**src/sitda_pkg.sv**
```systemverilog
`default_nettype none
// ----------------------------------------------------------------------------
// sitda_pkg
// Shared widths, character codes, types and the binary to BCD step used by
// the signed integer to decimal text converter.
// ----------------------------------------------------------------------------
package sitda_pkg;

   localparam int ValueWidth   = 32;
   localparam int CharWidth    = 6;
   localparam int DigitWidth   = 4;
   localparam int DigitCount   = 10;
   localparam int BcdWidth     = DigitCount * DigitWidth;
   localparam int BitsPerStage = 8;
   localparam int DabbleStages = ValueWidth / BitsPerStage;
   localparam int IndexWidth   = $clog2(DigitCount);
   localparam int Radix        = 10;

   typedef logic [DigitWidth-1:0] digit_type;
   typedef logic [IndexWidth-1:0] index_type;
   typedef logic [CharWidth-1:0]  char_type;

   localparam char_type  DigitBase   = 6'd48;
   localparam char_type  MinusChar   = 6'd45;
   // A digit of five or more is corrected before the shift so that it
   // carries into the next decade once doubled.
   localparam digit_type AdjustLimit = DigitWidth'(Radix / 2);
   localparam digit_type AdjustAdd   = DigitWidth'((1 << DigitWidth) - Radix) >> 1;

   // One converted number on its way to the character serialiser.
   typedef struct packed {
      logic                        negative;
      digit_type [DigitCount-1:0]  digits;
      index_type                   top;
   } conv_type;

   // One shift-and-add-three step: correct every decade, then shift in a bit.
   function automatic logic [BcdWidth-1:0] dabble_step(input logic [BcdWidth-1:0] bcd,
                                                       input logic              in_bit);
      logic [BcdWidth-1:0] adj;
      adj = bcd;
      for (int d = 0; d < DigitCount; d++) begin
         if (adj[d*DigitWidth +: DigitWidth] >= AdjustLimit) begin
            adj[d*DigitWidth +: DigitWidth] = adj[d*DigitWidth +: DigitWidth] + AdjustAdd;
         end
      end
      return {adj[BcdWidth-2:0], in_bit};
   endfunction

endpackage
`default_nettype wire

```
**src/sitda_req_if.sv**
```systemverilog
`default_nettype none
// ----------------------------------------------------------------------------
// sitda_req_if
// Request channel: one signed integer per request, valid/ready handshake.
// ----------------------------------------------------------------------------
interface sitda_req_if;
   import sitda_pkg::*;

   logic                         valid;
   logic                         ready;
   logic signed [ValueWidth-1:0] value;

   modport source (output valid, output value, input ready);
   modport sink   (input valid, input value, output ready);
endinterface
`default_nettype wire

```
**src/sitda_rsp_if.sv**
```systemverilog
`default_nettype none
// ----------------------------------------------------------------------------
// sitda_rsp_if
// Response channel: one ASCII character per response, with an end marker.
// ----------------------------------------------------------------------------
interface sitda_rsp_if;
   import sitda_pkg::*;

   logic     valid;
   logic     ready;
   char_type character;
   logic     last;

   modport source (output valid, output character, output last, input ready);
   modport sink   (input valid, input character, input last, output ready);
endinterface
`default_nettype wire

```
**src/sitda_dabble.sv**
```systemverilog
`default_nettype none
// ----------------------------------------------------------------------------
// sitda_dabble
// Conversion pipeline: sign and magnitude, four stages of eight
// shift-and-add-three steps each, then a leading digit search.
// ----------------------------------------------------------------------------
module sitda_dabble (
   input  logic               clock,
   input  logic               reset,
   sitda_req_if.sink          req_ch,
   output logic               conv_valid,
   output sitda_pkg::conv_type conv,
   input  logic               conv_ready
);
   import sitda_pkg::*;

   logic                  advance;
   logic [DabbleStages:0] valid_ff;
   logic                  neg_ff [DabbleStages+1];
   logic [ValueWidth-1:0] bin_ff [DabbleStages+1];
   logic [BcdWidth-1:0]   bcd_ff [DabbleStages+1];
   logic [ValueWidth-1:0] raw;
   logic [ValueWidth-1:0] mag_in;
   index_type             top_in;
   conv_type              conv_in;
   logic                  conv_valid_ff;
   conv_type              conv_ff;

   // The whole pipeline holds when its last stage is full and not taken.
   assign advance      = !conv_valid_ff || conv_ready;
   assign req_ch.ready = advance;

   // The most negative value negates to itself, which read unsigned is 2^31.
   assign raw    = ValueWidth'(req_ch.value);
   assign mag_in = raw[ValueWidth-1] ? (~raw + 1'b1) : raw;

   always_ff @(posedge clock) begin
      if (reset) begin
         valid_ff[0] <= 1'b0;
      end else if (advance) begin
         valid_ff[0] <= req_ch.valid;
      end
   end

   always_ff @(posedge clock) begin
      if (advance) begin
         neg_ff[0] <= raw[ValueWidth-1];
         bin_ff[0] <= mag_in;
         bcd_ff[0] <= '0;
      end
   end

   for (genvar k = 1; k <= DabbleStages; k++) begin : g_stage
      logic [BcdWidth-1:0]   bcd_in;
      logic [ValueWidth-1:0] bin_in;

      always_comb begin
         bcd_in = bcd_ff[k-1];
         bin_in = bin_ff[k-1];
         for (int s = 0; s < BitsPerStage; s++) begin
            bcd_in = dabble_step(bcd_in, bin_in[ValueWidth-1]);
            bin_in = {bin_in[ValueWidth-2:0], 1'b0};
         end
      end

      always_ff @(posedge clock) begin
         if (reset) begin
            valid_ff[k] <= 1'b0;
         end else if (advance) begin
            valid_ff[k] <= valid_ff[k-1];
         end
      end

      always_ff @(posedge clock) begin
         if (advance) begin
            neg_ff[k] <= neg_ff[k-1];
            bin_ff[k] <= bin_in;
            bcd_ff[k] <= bcd_in;
         end
      end
   end

   // Highest non-zero decade; zero keeps index 0 so that a single '0' leaves.
   always_comb begin
      top_in = '0;
      for (int d = 0; d < DigitCount; d++) begin
         if (bcd_ff[DabbleStages][d*DigitWidth +: DigitWidth] != '0) begin
            top_in = index_type'(d);
         end
      end
   end

   always_comb begin
      conv_in.negative = neg_ff[DabbleStages];
      conv_in.digits   = bcd_ff[DabbleStages];
      conv_in.top      = top_in;
   end

   always_ff @(posedge clock) begin
      if (reset) begin
         conv_valid_ff <= 1'b0;
      end else if (advance) begin
         conv_valid_ff <= valid_ff[DabbleStages];
      end
   end

   always_ff @(posedge clock) begin
      if (advance) begin
         conv_ff <= conv_in;
      end
   end

   assign conv_valid = conv_valid_ff;
   assign conv       = conv_ff;

endmodule
`default_nettype wire

```
**src/sitda_serial.sv**
```systemverilog
`default_nettype none
// ----------------------------------------------------------------------------
// sitda_serial
// Character serialiser: holds one converted number and hands out the sign
// and then its digits, most significant first, one per response.
// ----------------------------------------------------------------------------
module sitda_serial (
   input  logic                clock,
   input  logic                reset,
   input  logic                conv_valid,
   input  sitda_pkg::conv_type conv,
   output logic                conv_ready,
   sitda_rsp_if.source         rsp_ch
);
   import sitda_pkg::*;

   logic                       busy_ff;
   logic                       sign_ff;
   index_type                  idx_ff;
   digit_type [DigitCount-1:0] digits_ff;
   logic                       last_char;
   logic                       load;

   assign last_char  = !sign_ff && (idx_ff == '0);
   // The next number is taken in the same cycle as the last character leaves.
   assign conv_ready = !busy_ff || (rsp_ch.ready && last_char);
   assign load       = conv_valid && conv_ready;

   always_ff @(posedge clock) begin
      if (reset) begin
         busy_ff <= 1'b0;
         sign_ff <= 1'b0;
         idx_ff  <= '0;
      end else if (load) begin
         busy_ff <= 1'b1;
         sign_ff <= conv.negative;
         idx_ff  <= conv.top;
      end else if (busy_ff && rsp_ch.ready) begin
         if (sign_ff) begin
            sign_ff <= 1'b0;
         end else if (idx_ff == '0) begin
            busy_ff <= 1'b0;
         end else begin
            idx_ff <= index_type'(idx_ff - 1'b1);
         end
      end
   end

   always_ff @(posedge clock) begin
      if (load) begin
         digits_ff <= conv.digits;
      end
   end

   assign rsp_ch.valid     = busy_ff;
   assign rsp_ch.character = sign_ff ? MinusChar
                                     : char_type'(DigitBase + char_type'(digits_ff[idx_ff]));
   assign rsp_ch.last      = last_char;

endmodule
`default_nettype wire

```
**src/signed_int_to_decimal_ascii.sv**
```systemverilog
`default_nettype none
// ----------------------------------------------------------------------------
// signed_int_to_decimal_ascii
// Converts a signed 32-bit integer to its decimal ASCII text, one character
// per response, sign first, no leading zeros, last character marked.
// ----------------------------------------------------------------------------
//  Channel   Direction  Payload                       Handshake
//  req_ch    in         value (32-bit signed)         valid / ready
//  rsp_ch    out        character (6 bits), last      valid / ready
//
// A request passes six register stages (sign and magnitude, four BCD stages
// of eight bits each, leading digit search) and is then loaded into the
// serialiser. An idle serialiser loads it as soon as the last stage holds it,
// and offers its first character from its own registers.
// The serialiser gives one character per cycle while the response side is
// ready, 1 to 11 characters per request, and takes the next number in the
// same cycle as the last character leaves. A response stall holds it, and
// the pipeline once its last stage is full; reset empties both of them.
// ----------------------------------------------------------------------------
module signed_int_to_decimal_ascii (
   input  logic        clock,
   input  logic        reset,
   sitda_req_if.sink   req_ch,
   sitda_rsp_if.source rsp_ch
);
   import sitda_pkg::*;

   logic     conv_valid;
   logic     conv_ready;
   conv_type conv;

   sitda_dabble u_dabble (
      .clock      (clock),
      .reset      (reset),
      .req_ch     (req_ch),
      .conv_valid (conv_valid),
      .conv       (conv),
      .conv_ready (conv_ready)
   );

   sitda_serial u_serial (
      .clock      (clock),
      .reset      (reset),
      .conv_valid (conv_valid),
      .conv       (conv),
      .conv_ready (conv_ready),
      .rsp_ch     (rsp_ch)
   );

endmodule
`default_nettype wire
```
**src/flat_wrapper.sv**
```systemverilog
// flat-port wrapper written by rule: the top's interface ports become plain ports
module signed_int_to_decimal_ascii_flat import sitda_pkg::*;
  (clock, reset, req_ch_valid, req_ch_value, req_ch_ready, rsp_ch_valid, rsp_ch_character, rsp_ch_last, rsp_ch_ready);
  sitda_req_if req_ch_i ();
  sitda_rsp_if rsp_ch_i ();
  input  logic clock;
  input  logic reset;
  input wire logic [$bits(req_ch_i.valid)-1:0] req_ch_valid;
  input wire logic [$bits(req_ch_i.value)-1:0] req_ch_value;
  output wire logic [$bits(req_ch_i.ready)-1:0] req_ch_ready;
  output wire logic [$bits(rsp_ch_i.valid)-1:0] rsp_ch_valid;
  output wire logic [$bits(rsp_ch_i.character)-1:0] rsp_ch_character;
  output wire logic [$bits(rsp_ch_i.last)-1:0] rsp_ch_last;
  input wire logic [$bits(rsp_ch_i.ready)-1:0] rsp_ch_ready;
  assign req_ch_i.valid = req_ch_valid;
  assign req_ch_i.value = req_ch_value;
  assign req_ch_ready = req_ch_i.ready;
  assign rsp_ch_valid = rsp_ch_i.valid;
  assign rsp_ch_character = rsp_ch_i.character;
  assign rsp_ch_last = rsp_ch_i.last;
  assign rsp_ch_i.ready = rsp_ch_ready;
  signed_int_to_decimal_ascii u_core (.clock(clock), .reset(reset), .req_ch(req_ch_i), .rsp_ch(rsp_ch_i));
endmodule
```
**config.mk**
```make
export PLATFORM = sky130hd
export DESIGN_NAME = signed_int_to_decimal_ascii_flat
export DESIGN_NICKNAME = d
export VERILOG_FILES = /design/src/sitda_pkg.sv /design/src/sitda_req_if.sv /design/src/sitda_rsp_if.sv /design/src/sitda_dabble.sv /design/src/sitda_serial.sv /design/src/signed_int_to_decimal_ascii.sv /design/src/flat_wrapper.sv
export SDC_FILE = /design/constraint.sdc
export NUM_CORES = 1
export LEC_CHECK = 0
export BUFFER_PORTS_ARGS = -buffer_cell sky130_fd_sc_hd__clkbuf_2
export CAP_MARGIN = 10
export CORE_MARGIN = 2
export CORE_UTILIZATION = 65
export CTS_CLUSTER_DIAMETER = 150
export DETAILED_ROUTE_END_ITERATION = 10
export GPL_TIMING_DRIVEN = 0
export PLACE_DENSITY = 0.82
export SLEW_MARGIN = 20
export SYNTH_ARGS = -nofsm -noshare
export SYNTH_HDL_FRONTEND = slang
export SYNTH_SLANG_ARGS = --single-unit
```
**constraint.sdc**
```tcl
create_clock -name clock -period 23.7 [get_ports clock]
set_input_delay 3.555 -clock clock [delete_from_list [all_inputs] [get_ports clock]]
set_output_delay 3.555 -clock clock [all_outputs]
set_load 0.02 [all_outputs]
```
# Word-level counts from Yosys, hierarchy flattened
# Memory sizes are Yosys's and may differ from the RTL's. A register that Yosys moved wholly into a read port is not among the register bits.
# Cells that the tools add are included.
dict set report totals {
  register_bits 96
  ram_bits 365
  in_bits 36
  output_inout_bits 9
  elab_cells 1049
  mem_count 3
}
# name depth width rd rd_ports_with_merged_regs wr line_no
set memory_table {}
lappend memory_table {u_core.u_dabble.bcd_ff 5 40 5 0 5 sitda_dabble.sv:21} ;# logic [BcdWidth-1:0] bcd_ff [DabbleStages+1];
lappend memory_table {u_core.u_dabble.bin_ff 5 32 4 0 5 sitda_dabble.sv:20} ;# logic [ValueWidth-1:0] bin_ff [DabbleStages+1];
lappend memory_table {u_core.u_dabble.neg_ff 5 1 5 1 5 sitda_dabble.sv:19} ;# logic neg_ff [DabbleStages+1];
dict set report classes {
  addsub 323
  order_cmp 321
  n_eq_ne 2
  muxes 344
  bitwise_logic 1
  n_reduce_logical 24
}
# op n
set ops {}
lappend ops {{4-bit by 3-bit greater-or-equal comparator with 1-bit output (second input constant)} 320}
lappend ops {{4-bit two-way mux} 299}
lappend ops {{4-bit by 2-bit adder with 4-bit output (second input constant)} 288}
lappend ops {{3-bit by 2-bit adder with 3-bit output (second input constant)} 32}
lappend ops {{3-bit two-way mux} 32}
lappend ops {{4-bit nonzero test} 9}
lappend ops {{32-bit by 1-bit adder with 32-bit output (second input constant)} 1}
lappend ops {{32-bit two-way mux} 1}
lappend ops {{32-bit NOT} 1}
lappend ops {{4-bit binary-select mux with 4-bit select} 1}
lappend ops {{1-bit two-way mux} 10}
lappend ops {{5-bit by 5-bit adder with 6-bit output (first input constant)} 1}
lappend ops {{6-bit two-way mux} 1}
lappend ops {{3-bit AND reduction} 2}
lappend ops {{4-bit by 5-bit less-than comparator with 1-bit output (second input constant)} 1}
lappend ops {{1-bit logical AND} 4}
lappend ops {{4-bit logical NOT} 1}
lappend ops {{2-bit nonzero test} 2}
lappend ops {{4-bit by 1-bit subtractor with 4-bit output (second input constant)} 1}
lappend ops {{1-bit logical NOT} 3}
lappend ops {{1-bit logical OR} 2}
lappend ops {{2-bit by 1-bit != test with 1-bit output (second input constant)} 1}
lappend ops {{2-bit != test (second input constant)} 1}
lappend ops {{2-bit OR reduction} 1}

# Longest topological paths before layout
# Gate-level depths: netlist of the first run.
# An unclocked memory read counts as a cell.
dict set report logic_depth {
  word_depth 17
  ltp_mapped 38
  depth_no_buf 38
}

# By module
# From an unflattened synthesis of the first run, not the netlist that was laid out.
dict set report unflattened {
  cells_unflattened 3338
  area_unflattened_um2 28628.7
}
# module instances cells_each area_per_inst_um2 seq_area_each_um2
set modules_own_cells {}
lappend modules_own_cells {sitda_dabble 1 3209 26625.5 7086.8}
lappend modules_own_cells {sitda_serial 1 129 2003.2 1321.3}

# Least setup slack after synthesis of the first run
# No wires, ideal clock.
dict set report synth_path {
  path_kind {input -> output}
  startpoint {input rsp_ch_ready}
  endpoint {output req_ch_ready}
  arrival_ns 8.830
  required_time_ns 20.145
  setup_slack_ns 11.315
  path_stages 2
  n_path_buf 0
  cell_sequence {a21boi_0 nand2_1}
}
dict set report synth_via {
  elab_chain_len 3
}
# item line_no
set synth_lines {}
lappend synth_lines {{from (decl)} flat_wrapper.sv:14} ;# input wire logic [$bits(rsp_ch_i.ready)-1:0] rsp_ch_ready;
lappend synth_lines {{1-bit logical AND} sitda_serial.sv:26} ;# assign conv_ready = !busy_ff || (rsp_ch.ready && last_char);
lappend synth_lines {{1-bit logical OR} sitda_serial.sv:26}
lappend synth_lines {{1-bit logical OR} sitda_dabble.sv:30} ;# assign advance = !conv_valid_ff || conv_ready;
lappend synth_lines {{to (decl)} flat_wrapper.sv:10} ;# output wire logic [$bits(req_ch_i.ready)-1:0] req_ch_ready;
# No other way between the ends.

# Final worst setup path of the first run
# Ends and elaborated chain as after synthesis.

==> results of run 1 <==
layer usage:
| metal | track usage [%] | up-vias |
|---|---|---|
| li1 | - | 13400 |
| met1 | 32.8 | 12600 |
| met2 | 54.3 | 672 |
| met3 | 2.86 | 138 |
| met4 | 10.5 | 0 |
| met5 | 0 | - |
flip-flops by register name (all words and copies together), names as in the netlist:
name                          count
u_core.u_dabble.valid_ff          5
u_core.u_dabble.neg_ff            5
u_core.u_dabble.bcd_ff          102
u_core.u_serial.rsp_ch.valid      1
u_core.u_dabble.bin_ff           80
u_core.u_dabble.conv             45
u_core.u_serial.idx_ff            4
u_core.u_serial.digits_ff        40
u_core.u_serial.sign_ff           1
u_core.u_dabble.conv_valid        1
worst max path at each step:
stage | startpoint | end | slack (ns) | cells after the start
after floorplan | rsp_ch_ready | req_ch_ready | 11.31 | 2
after detailed placement | rsp_ch_ready | req_ch_ready | 15.15 | 5
after CTS | rsp_ch_ready | req_ch_ready | 15.13 | 5
final | rsp_ch_ready | req_ch_ready | 15.12 | 5
after global routing | rsp_ch_ready | req_ch_ready | 15.01 | 5
after global placement | rsp_ch_ready | req_ch_ready | 8.58 | 4
cell families after synthesis:
family,Yosys count
compound gates,1217
simple gates,1189
buf+inv,320
flops,284
mux,197
fa+ha+maj,154
xor+xnor,137
other cells,1
cells in the mapped netlist, types with 62 or more instances:
cell type	count	share of area [%]
a211oi_1	69	1.8
a21oi_1	238	4.1
clkbuf_1	74	0.95
edfxtp_1	272	28
ha_1	147	6.3
inv_1	205	2.6
mux2_2	62	2.4
mux2i_1	114	3.9
nand2_1	311	4.0
nand2b_1	83	1.8
nand3_1	83	1.4
nor2_1	325	4.2
nor3_1	85	1.5
o21ai_0	252	4.3
xnor2_1	99	3.0
through the flow:
stage	hold WS [ns]	utilization [%]	setup WS [ns]
floorplan	0.400	-	11.31
global placement	0.401	68.2	8.58
detailed placement	0.405	68.5	15.15
CTS	0.418	70.9	15.13
global route	0.422	70.9	15.01
finish	0.418	70.9	15.12
cell type report:
| type | count | share of cell area, % |
|---|---|---|
| plain buffers | 103 | 1.36 |
| clock buffers | 40 | 2.78 |
| clock inverters | 19 | 0.625 |
| inverters | 217 | 2.59 |
| multi-input cells | 2895 | 62.4 |
| flip-flops and latches | 284 | 26.8 |
| well taps | 592 | 2.36 |
| repair buffers | 48 | 1.10 |
placed cells by master (no fill, tap or decap), types with 40 or more instances in the layout:
master and n:
o21ai_0 252, nor2_1 325, nand3_1 83, mux2_2 62, clkbuf_2 45, clkbuf_1 78, xnor2_1 99, a21o_1 43
and2_1 45, or3_1 45, nor2b_1 44, o22ai_1 40, ha_1 147, a211oi_1 69, nand2b_1 83, nand2_1 310
a21oi_1 238, o21ai_1 58, o211ai_1 53, mux2i_1 114, nor3_1 85, edfxtp_1 272, inv_1 205
critical path, cell delays in order:
cell      delay, ns
clkbuf_2       0.09
a21boi_0       0.50
nand2_4        0.33
buf_16         0.30
clkbuf_2       0.20
==> results_dict.tcl, run 1 <==
set metrics [dict create \
    status "finished, violations left" \
    violations "DRC" \
    r2r-start "u_core.u_dabble.bcd_ff[0][148]$_DFFE_PP_" \
    post_cts_buffers 0 \
    top_layer_used "met4" \
    drt_iter0_drc 2022 \
    io_pins 45 \
    synth_xor_area_share_pct 4.50 \
    rrSetupSlack_ns 16.05 \
    row_count 77 \
    clock_latency_ns 0.57 \
    seqCellArea_um2 8410 \
    final_area_um2 31400 \
    synth-simple-area-share_pct 19.8 \
    drv_cap 0 \
    overflow 0 \
    hold_viol_final 0 \
    end_kind "primary output" \
    synth_top_family_by_area "compound AO/OA/AOI/OAI gates" \
    wl_met1_mm 28.4 \
    async_flop_share_pct 0 \
    critPathMaxFanout 52 \
    die_y_um 216 \
    avgSynthCellArea_um2 8.36 \
    finalSetupTns_ns 0 \
    synth.distinct_cells 128 \
    cts_htree_levels 2 \
    min_to "u_core.u_serial.digits_ff[25]$_DFFE_PP_" \
    worstHoldStart "u_core.u_dabble.conv[29]$_DFFE_PP_" \
    netlist_area_um2 29200 \
    die_area_um2 46700 \
    final_nets 3766 \
    core_um2 44300 \
    ctsHoldBuffers 0 \
    syn_inst 3499 \
    drive_gt1_share_pct 9.29 \
    final_cells 4198 \
    start_util_pct 66.0 \
    critPathRequiredTime_ns 20.15 \
    synth_warnings 0 \
    rsz0062_at_grt "no" \
    via_count 26800 \
    clockRootBuffer "clkbuf_16" \
    grt_usage_pct 28.5 \
    muxShareOfSynthArea_pct 7.55 \
    slew_viol_final 0 \
    routedWlPerCell_um 16.2 \
    max_freq_ghz 0.117 \
    path_class "primary input to primary output" \
    grt_pass1_vias 25800 \
    cts_tree "yes" \
    max_slew_margin_pct 23.3 \
    synth_compound_area_share_pct 28.7 \
    hold_class "flip-flop to flip-flop" \
    grt_max_degree 63 \
    cts-resized-gates 0 \
    met2_length_mm 35.3 \
    drcViolationCount 1 \
    fin_worst_skew_ns 0.0184 \
    grt_first_pass_wirelength_mm 115 \
    place_congestion 0.900 \
    area_growth_pct 7.41 \
    synth_fa_ha_area_share_pct 6.53 \
    wl_mm 68.2 \
    detail-route-antenna-nets 0 \
    timing.final.crit_share_pct 36.2 \
    firstDrtPassIters 9 \
    dp.cells 4139 \
    syn_nets 3682 \
    synth-seq-cells 284 \
    timing.rr.end "u_core.u_dabble.bcd_ff[0][197]$_DFFE_PP_" \
    ys_seq_area_share_pct 28.7 \
    via_per_inst 6.39 \
    portBuffers 43 \
    nFillCells 3376 \
    min_path_cells 0 \
    diodes 0 \
    min_period_ns 8.58 \
    timing.reg2reg.worst_path_depth 34 \
    synth-main-ff-cell "edfxtp_1" \
    startpoint_type "primary input" \
    hpwl_mm 50.5 \
    clk_pin_slew_ns 0.06 \
    finalSetupViolations 0 \
    clkSinkCount 284 \
    dpl_cell_area_um2 30300 \
    die_x_um 216 \
    cts_buffer_depth 3 \
    tightest_slew_ns 1.15 \
    wl_met3_mm 2.53 \
    antenna_found_initial 0 \
    crit_arrival_ns 5.02 \
    synth_edf_count 272 \
    numCtsBuffers 34 \
    multi_input_area_um2 19600 \
]
Power of run 1 is left out: the tool's default activity adds up to more than one toggle a clock period on the data nets, which glitch-free logic cannot reach.
==> run 2: changes to the inputs <==
--- a/config.mk
+++ b/config.mk
@@ -5,6 +5,7 @@
 export SDC_FILE = /design/constraint.sdc
 export NUM_CORES = 1
 export LEC_CHECK = 0
+export ABC_AREA = 1
 export BUFFER_PORTS_ARGS = -buffer_cell sky130_fd_sc_hd__clkbuf_2
 export CAP_MARGIN = 10
 export CORE_MARGIN = 2
==> constraint.sdc (replaced) <==
create_clock -name clock -period 8.9 [get_ports clock]
set_input_delay 1.335 -clock clock [delete_from_list [all_inputs] [get_ports clock]]
set_output_delay 1.335 -clock clock [all_outputs]
set_load 0.02 [all_outputs]
==> run 2 against run 1 <==
  * The flow now finishes without violations
  * Largest cell class unchanged
  * First-iteration DRC count decreased by 51%
  * Routed wire length decreased by 19%
  * Setup slack got worse by 13 ns
  * Highest routed layer unchanged
  * Non-clock buffer count decreased by 91
  * Design area decreased by 11%
  * Register-to-register slack got worse by 14 ns
  * Global-route usage decreased by 1.6 points
  * Sequential share of layout area increased by 3.3 points
==> results_dict.tcl, run 2 <==
set metrics [dict create \
    status "completed" \
    drive_gt1_share_pct 16.1 \
    worst_slack_ns 2.52 \
    hold_class "flip-flop to flip-flop" \
    netlist_area_um2 25900 \
    synth.distinct_cells 53 \
    holdWs_ns 0.415 \
    r2r-start "u_core.u_dabble.bcd_ff[0][96]$_DFFE_PP_" \
    start_util_pct 65.4 \
    final_area_um2 28000 \
    yosys.area.top_type "edfxtp_1" \
    synth_commonest_cells "nand2_1, inv_1, nand3_1" \
    yosys-top-cells-area "edfxtp_1, nand2_1, inv_1, ha_1, nand3_1" \
    ctsHoldBuffers 0 \
    die_area_um2 41400 \
    drcViolationCount 0 \
    synth-seq-cells 284 \
    worstHoldStart "u_core.u_dabble.bin_ff[0][41]$_DFFE_PP_" \
    min_path_cells 0 \
    startpoint_type "flip-flop" \
    grt_pass1_vias 22800 \
    dpl_cell_area_um2 26900 \
    final_nets 3774 \
    diodes 0 \
    synth.most_common_cell "nand2_1" \
    numCtsBuffers 34 \
    routedWlPerCell_um 13.4 \
    hpwl_mm 43.6 \
    post_cts_buffers 0 \
    crit_arrival_ns 6.69 \
    rsz0062_at_grt "no" \
    firstDrtPassIters 9 \
    cp_slowest_cell "edfxtp_1" \
    synth-main-ff-cell "edfxtp_1" \
    cp_slowest_stage_delay_ns 0.42 \
    mostFrequentLayoutCell "nand2_1" \
    finalSetupTns_ns 0 \
    clk_pin_slew_ns 0.06 \
    place_congestion 0.840 \
    critPathMaxFanout 5 \
    syn_nets 3690 \
    crit_cells 40 \
    area_growth_pct 8.17 \
    drv_cap 0 \
    cts-resized-gates 0 \
    grt_first_pass_wirelength_mm 94.5 \
    die_y_um 204 \
    cts_buffer_depth 3 \
    antenna_found_initial 0 \
    grt_max_degree 62 \
    drt_iter0_drc 984 \
    synth_top_area_share_pct 31.6 \
    via_count 23100 \
    finalSetupViolations 0 \
    ys_seq_area_share_pct 32.5 \
    portBuffers 43 \
    hold_viol_final 0 \
    cts_tree "yes" \
    syn_inst 3507 \
    max_slew_margin_pct 49.2 \
    setup.worst_path.start "u_core.u_dabble.bcd_ff[0][96]$_DFFE_PP_" \
    clkSinkCount 284 \
    slew_viol_final 0 \
    cts_htree_levels 2 \
    timing.reg2reg.worst_path_depth 40 \
    async_flop_share_pct 0 \
    overflow 0 \
    wl_mm 55.3 \
    path_class "flip-flop to flip-flop" \
    largest_reg_flops 102 \
    clock_latency_ns 0.57 \
    avgSynthCellArea_um2 7.38 \
    fin_worst_skew_ns 0.0213 \
    end_kind "flip-flop" \
    crit_family "simple AND/OR/NAND/NOR gates" \
    synth_edf_count 272 \
    max_freq_ghz 0.157 \
    worst-path-buf-inv 7 \
    detail-route-antenna-nets 0 \
    clockRootBuffer "clkbuf_16" \
    row_count 73 \
    critPathRequiredTime_ns 9.21 \
    grt_usage_pct 26.9 \
    timing.final.crit_share_pct 71.7 \
    layout_common_cells "nand2_1, inv_1, nand3_1" \
    tightest_slew_ns 0.754 \
    pre_cts_slack_ns 2.63 \
    synth_warnings 0 \
    critPathMostFrequentCell "nand2_1" \
    via_per_inst 5.58 \
    core_um2 39500 \
    regMostFlops "u_core.u_dabble.bcd_ff" \
    die_x_um 204 \
    io_pins 45 \
    min_period_ns 6.38 \
]
[run 2: cell types whose count changed after synthesis, sizes merged, moves of 68 or more]
cell	change
a211oi	-69
a21oi	-203
inv	+376
mux2	-68
mux2i	-118
nand2	+1008
nand2b	-83
nand3	+371
nand4	+107
nor2	-259
nor3	-80
o21ai	-153
xnor2	-76
[run 2: cell type report]
type / count / area, µm²
sequential: 284 / 8410
timing repair buffer: 48 / 345
tap: 525 / 657
fill: 2976 / 11600
multi-input combinational: 2617 / 15200
clock buffer: 47 / 961
inverter: 594 / 2230
buffer: 12 / 50.0
clock inverter: 13 / 141
[run 2: routing by layer]
layer / wire length (µm) / share of wire [%] / vias to the layer above / global-route usage (%)
met1: 20600 / 37 / 10800 / 26.7
met2: 31000 / 56 / 444 / 55.1
met5: 0 / 0 / - / 0
met3: 1550 / 2.8 / 170 / 2.99
met4: 2190 / 3.9 / 0 / 12.3
li1: - / - / 11700 / -
[run 2: worst reg2reg max path: cells and delay by family (launching register included)]
family / cells / cell delay (ns)
AND/OR/NAND/NOR: 22 / 2.60
flip-flops: 1 / 0.42
AO/OA/AOI/OAI: 6 / 1.42
adder cells (fa/ha/maj): 5 / 0.96
buffers and inverters: 7 / 0.72
[run 2: kinds of logic after synthesis]
logic type / count (synthesis) / synth area share [%]
adders and majority gates: 147 / 7.11
DFF: 284 / 32.5
buffers and inverters: 606 / 8.80
other: 1 / 0.0145
AOI/OAI and AO/OA: 304 / 7.76
xor gates and xnor gates: 106 / 4.25
and+or+nand+nor: 2057 / 39.5
muxes: 2 / 0.0774
[run 2: per-stage QoR]
| step | instances | util (%) |
|---|---|---|
| after global routing | 4140 | 70.8 |
| after global placement | 4075 | 67.6 |
| after detailed placement | 4080 | 68.0 |
| after CTS | 4140 | 70.8 |
| after floorplan | 3507 | - |
| final | 4140 | 70.8 |
[run 2: path summary, 6_finish.rpt]
path         slack (ns)                                       end
max reg2reg        2.52  u_core.u_dabble.bcd_ff[0][146]$_DFFE_PP_
min                0.42   u_core.u_dabble.bin_ff[0][81]$_DFFE_PP_
min reg2reg        0.42   u_core.u_dabble.bin_ff[0][81]$_DFFE_PP_
max                2.52  u_core.u_dabble.bcd_ff[0][146]$_DFFE_PP_
Power of run 2 is left out for the same reason.
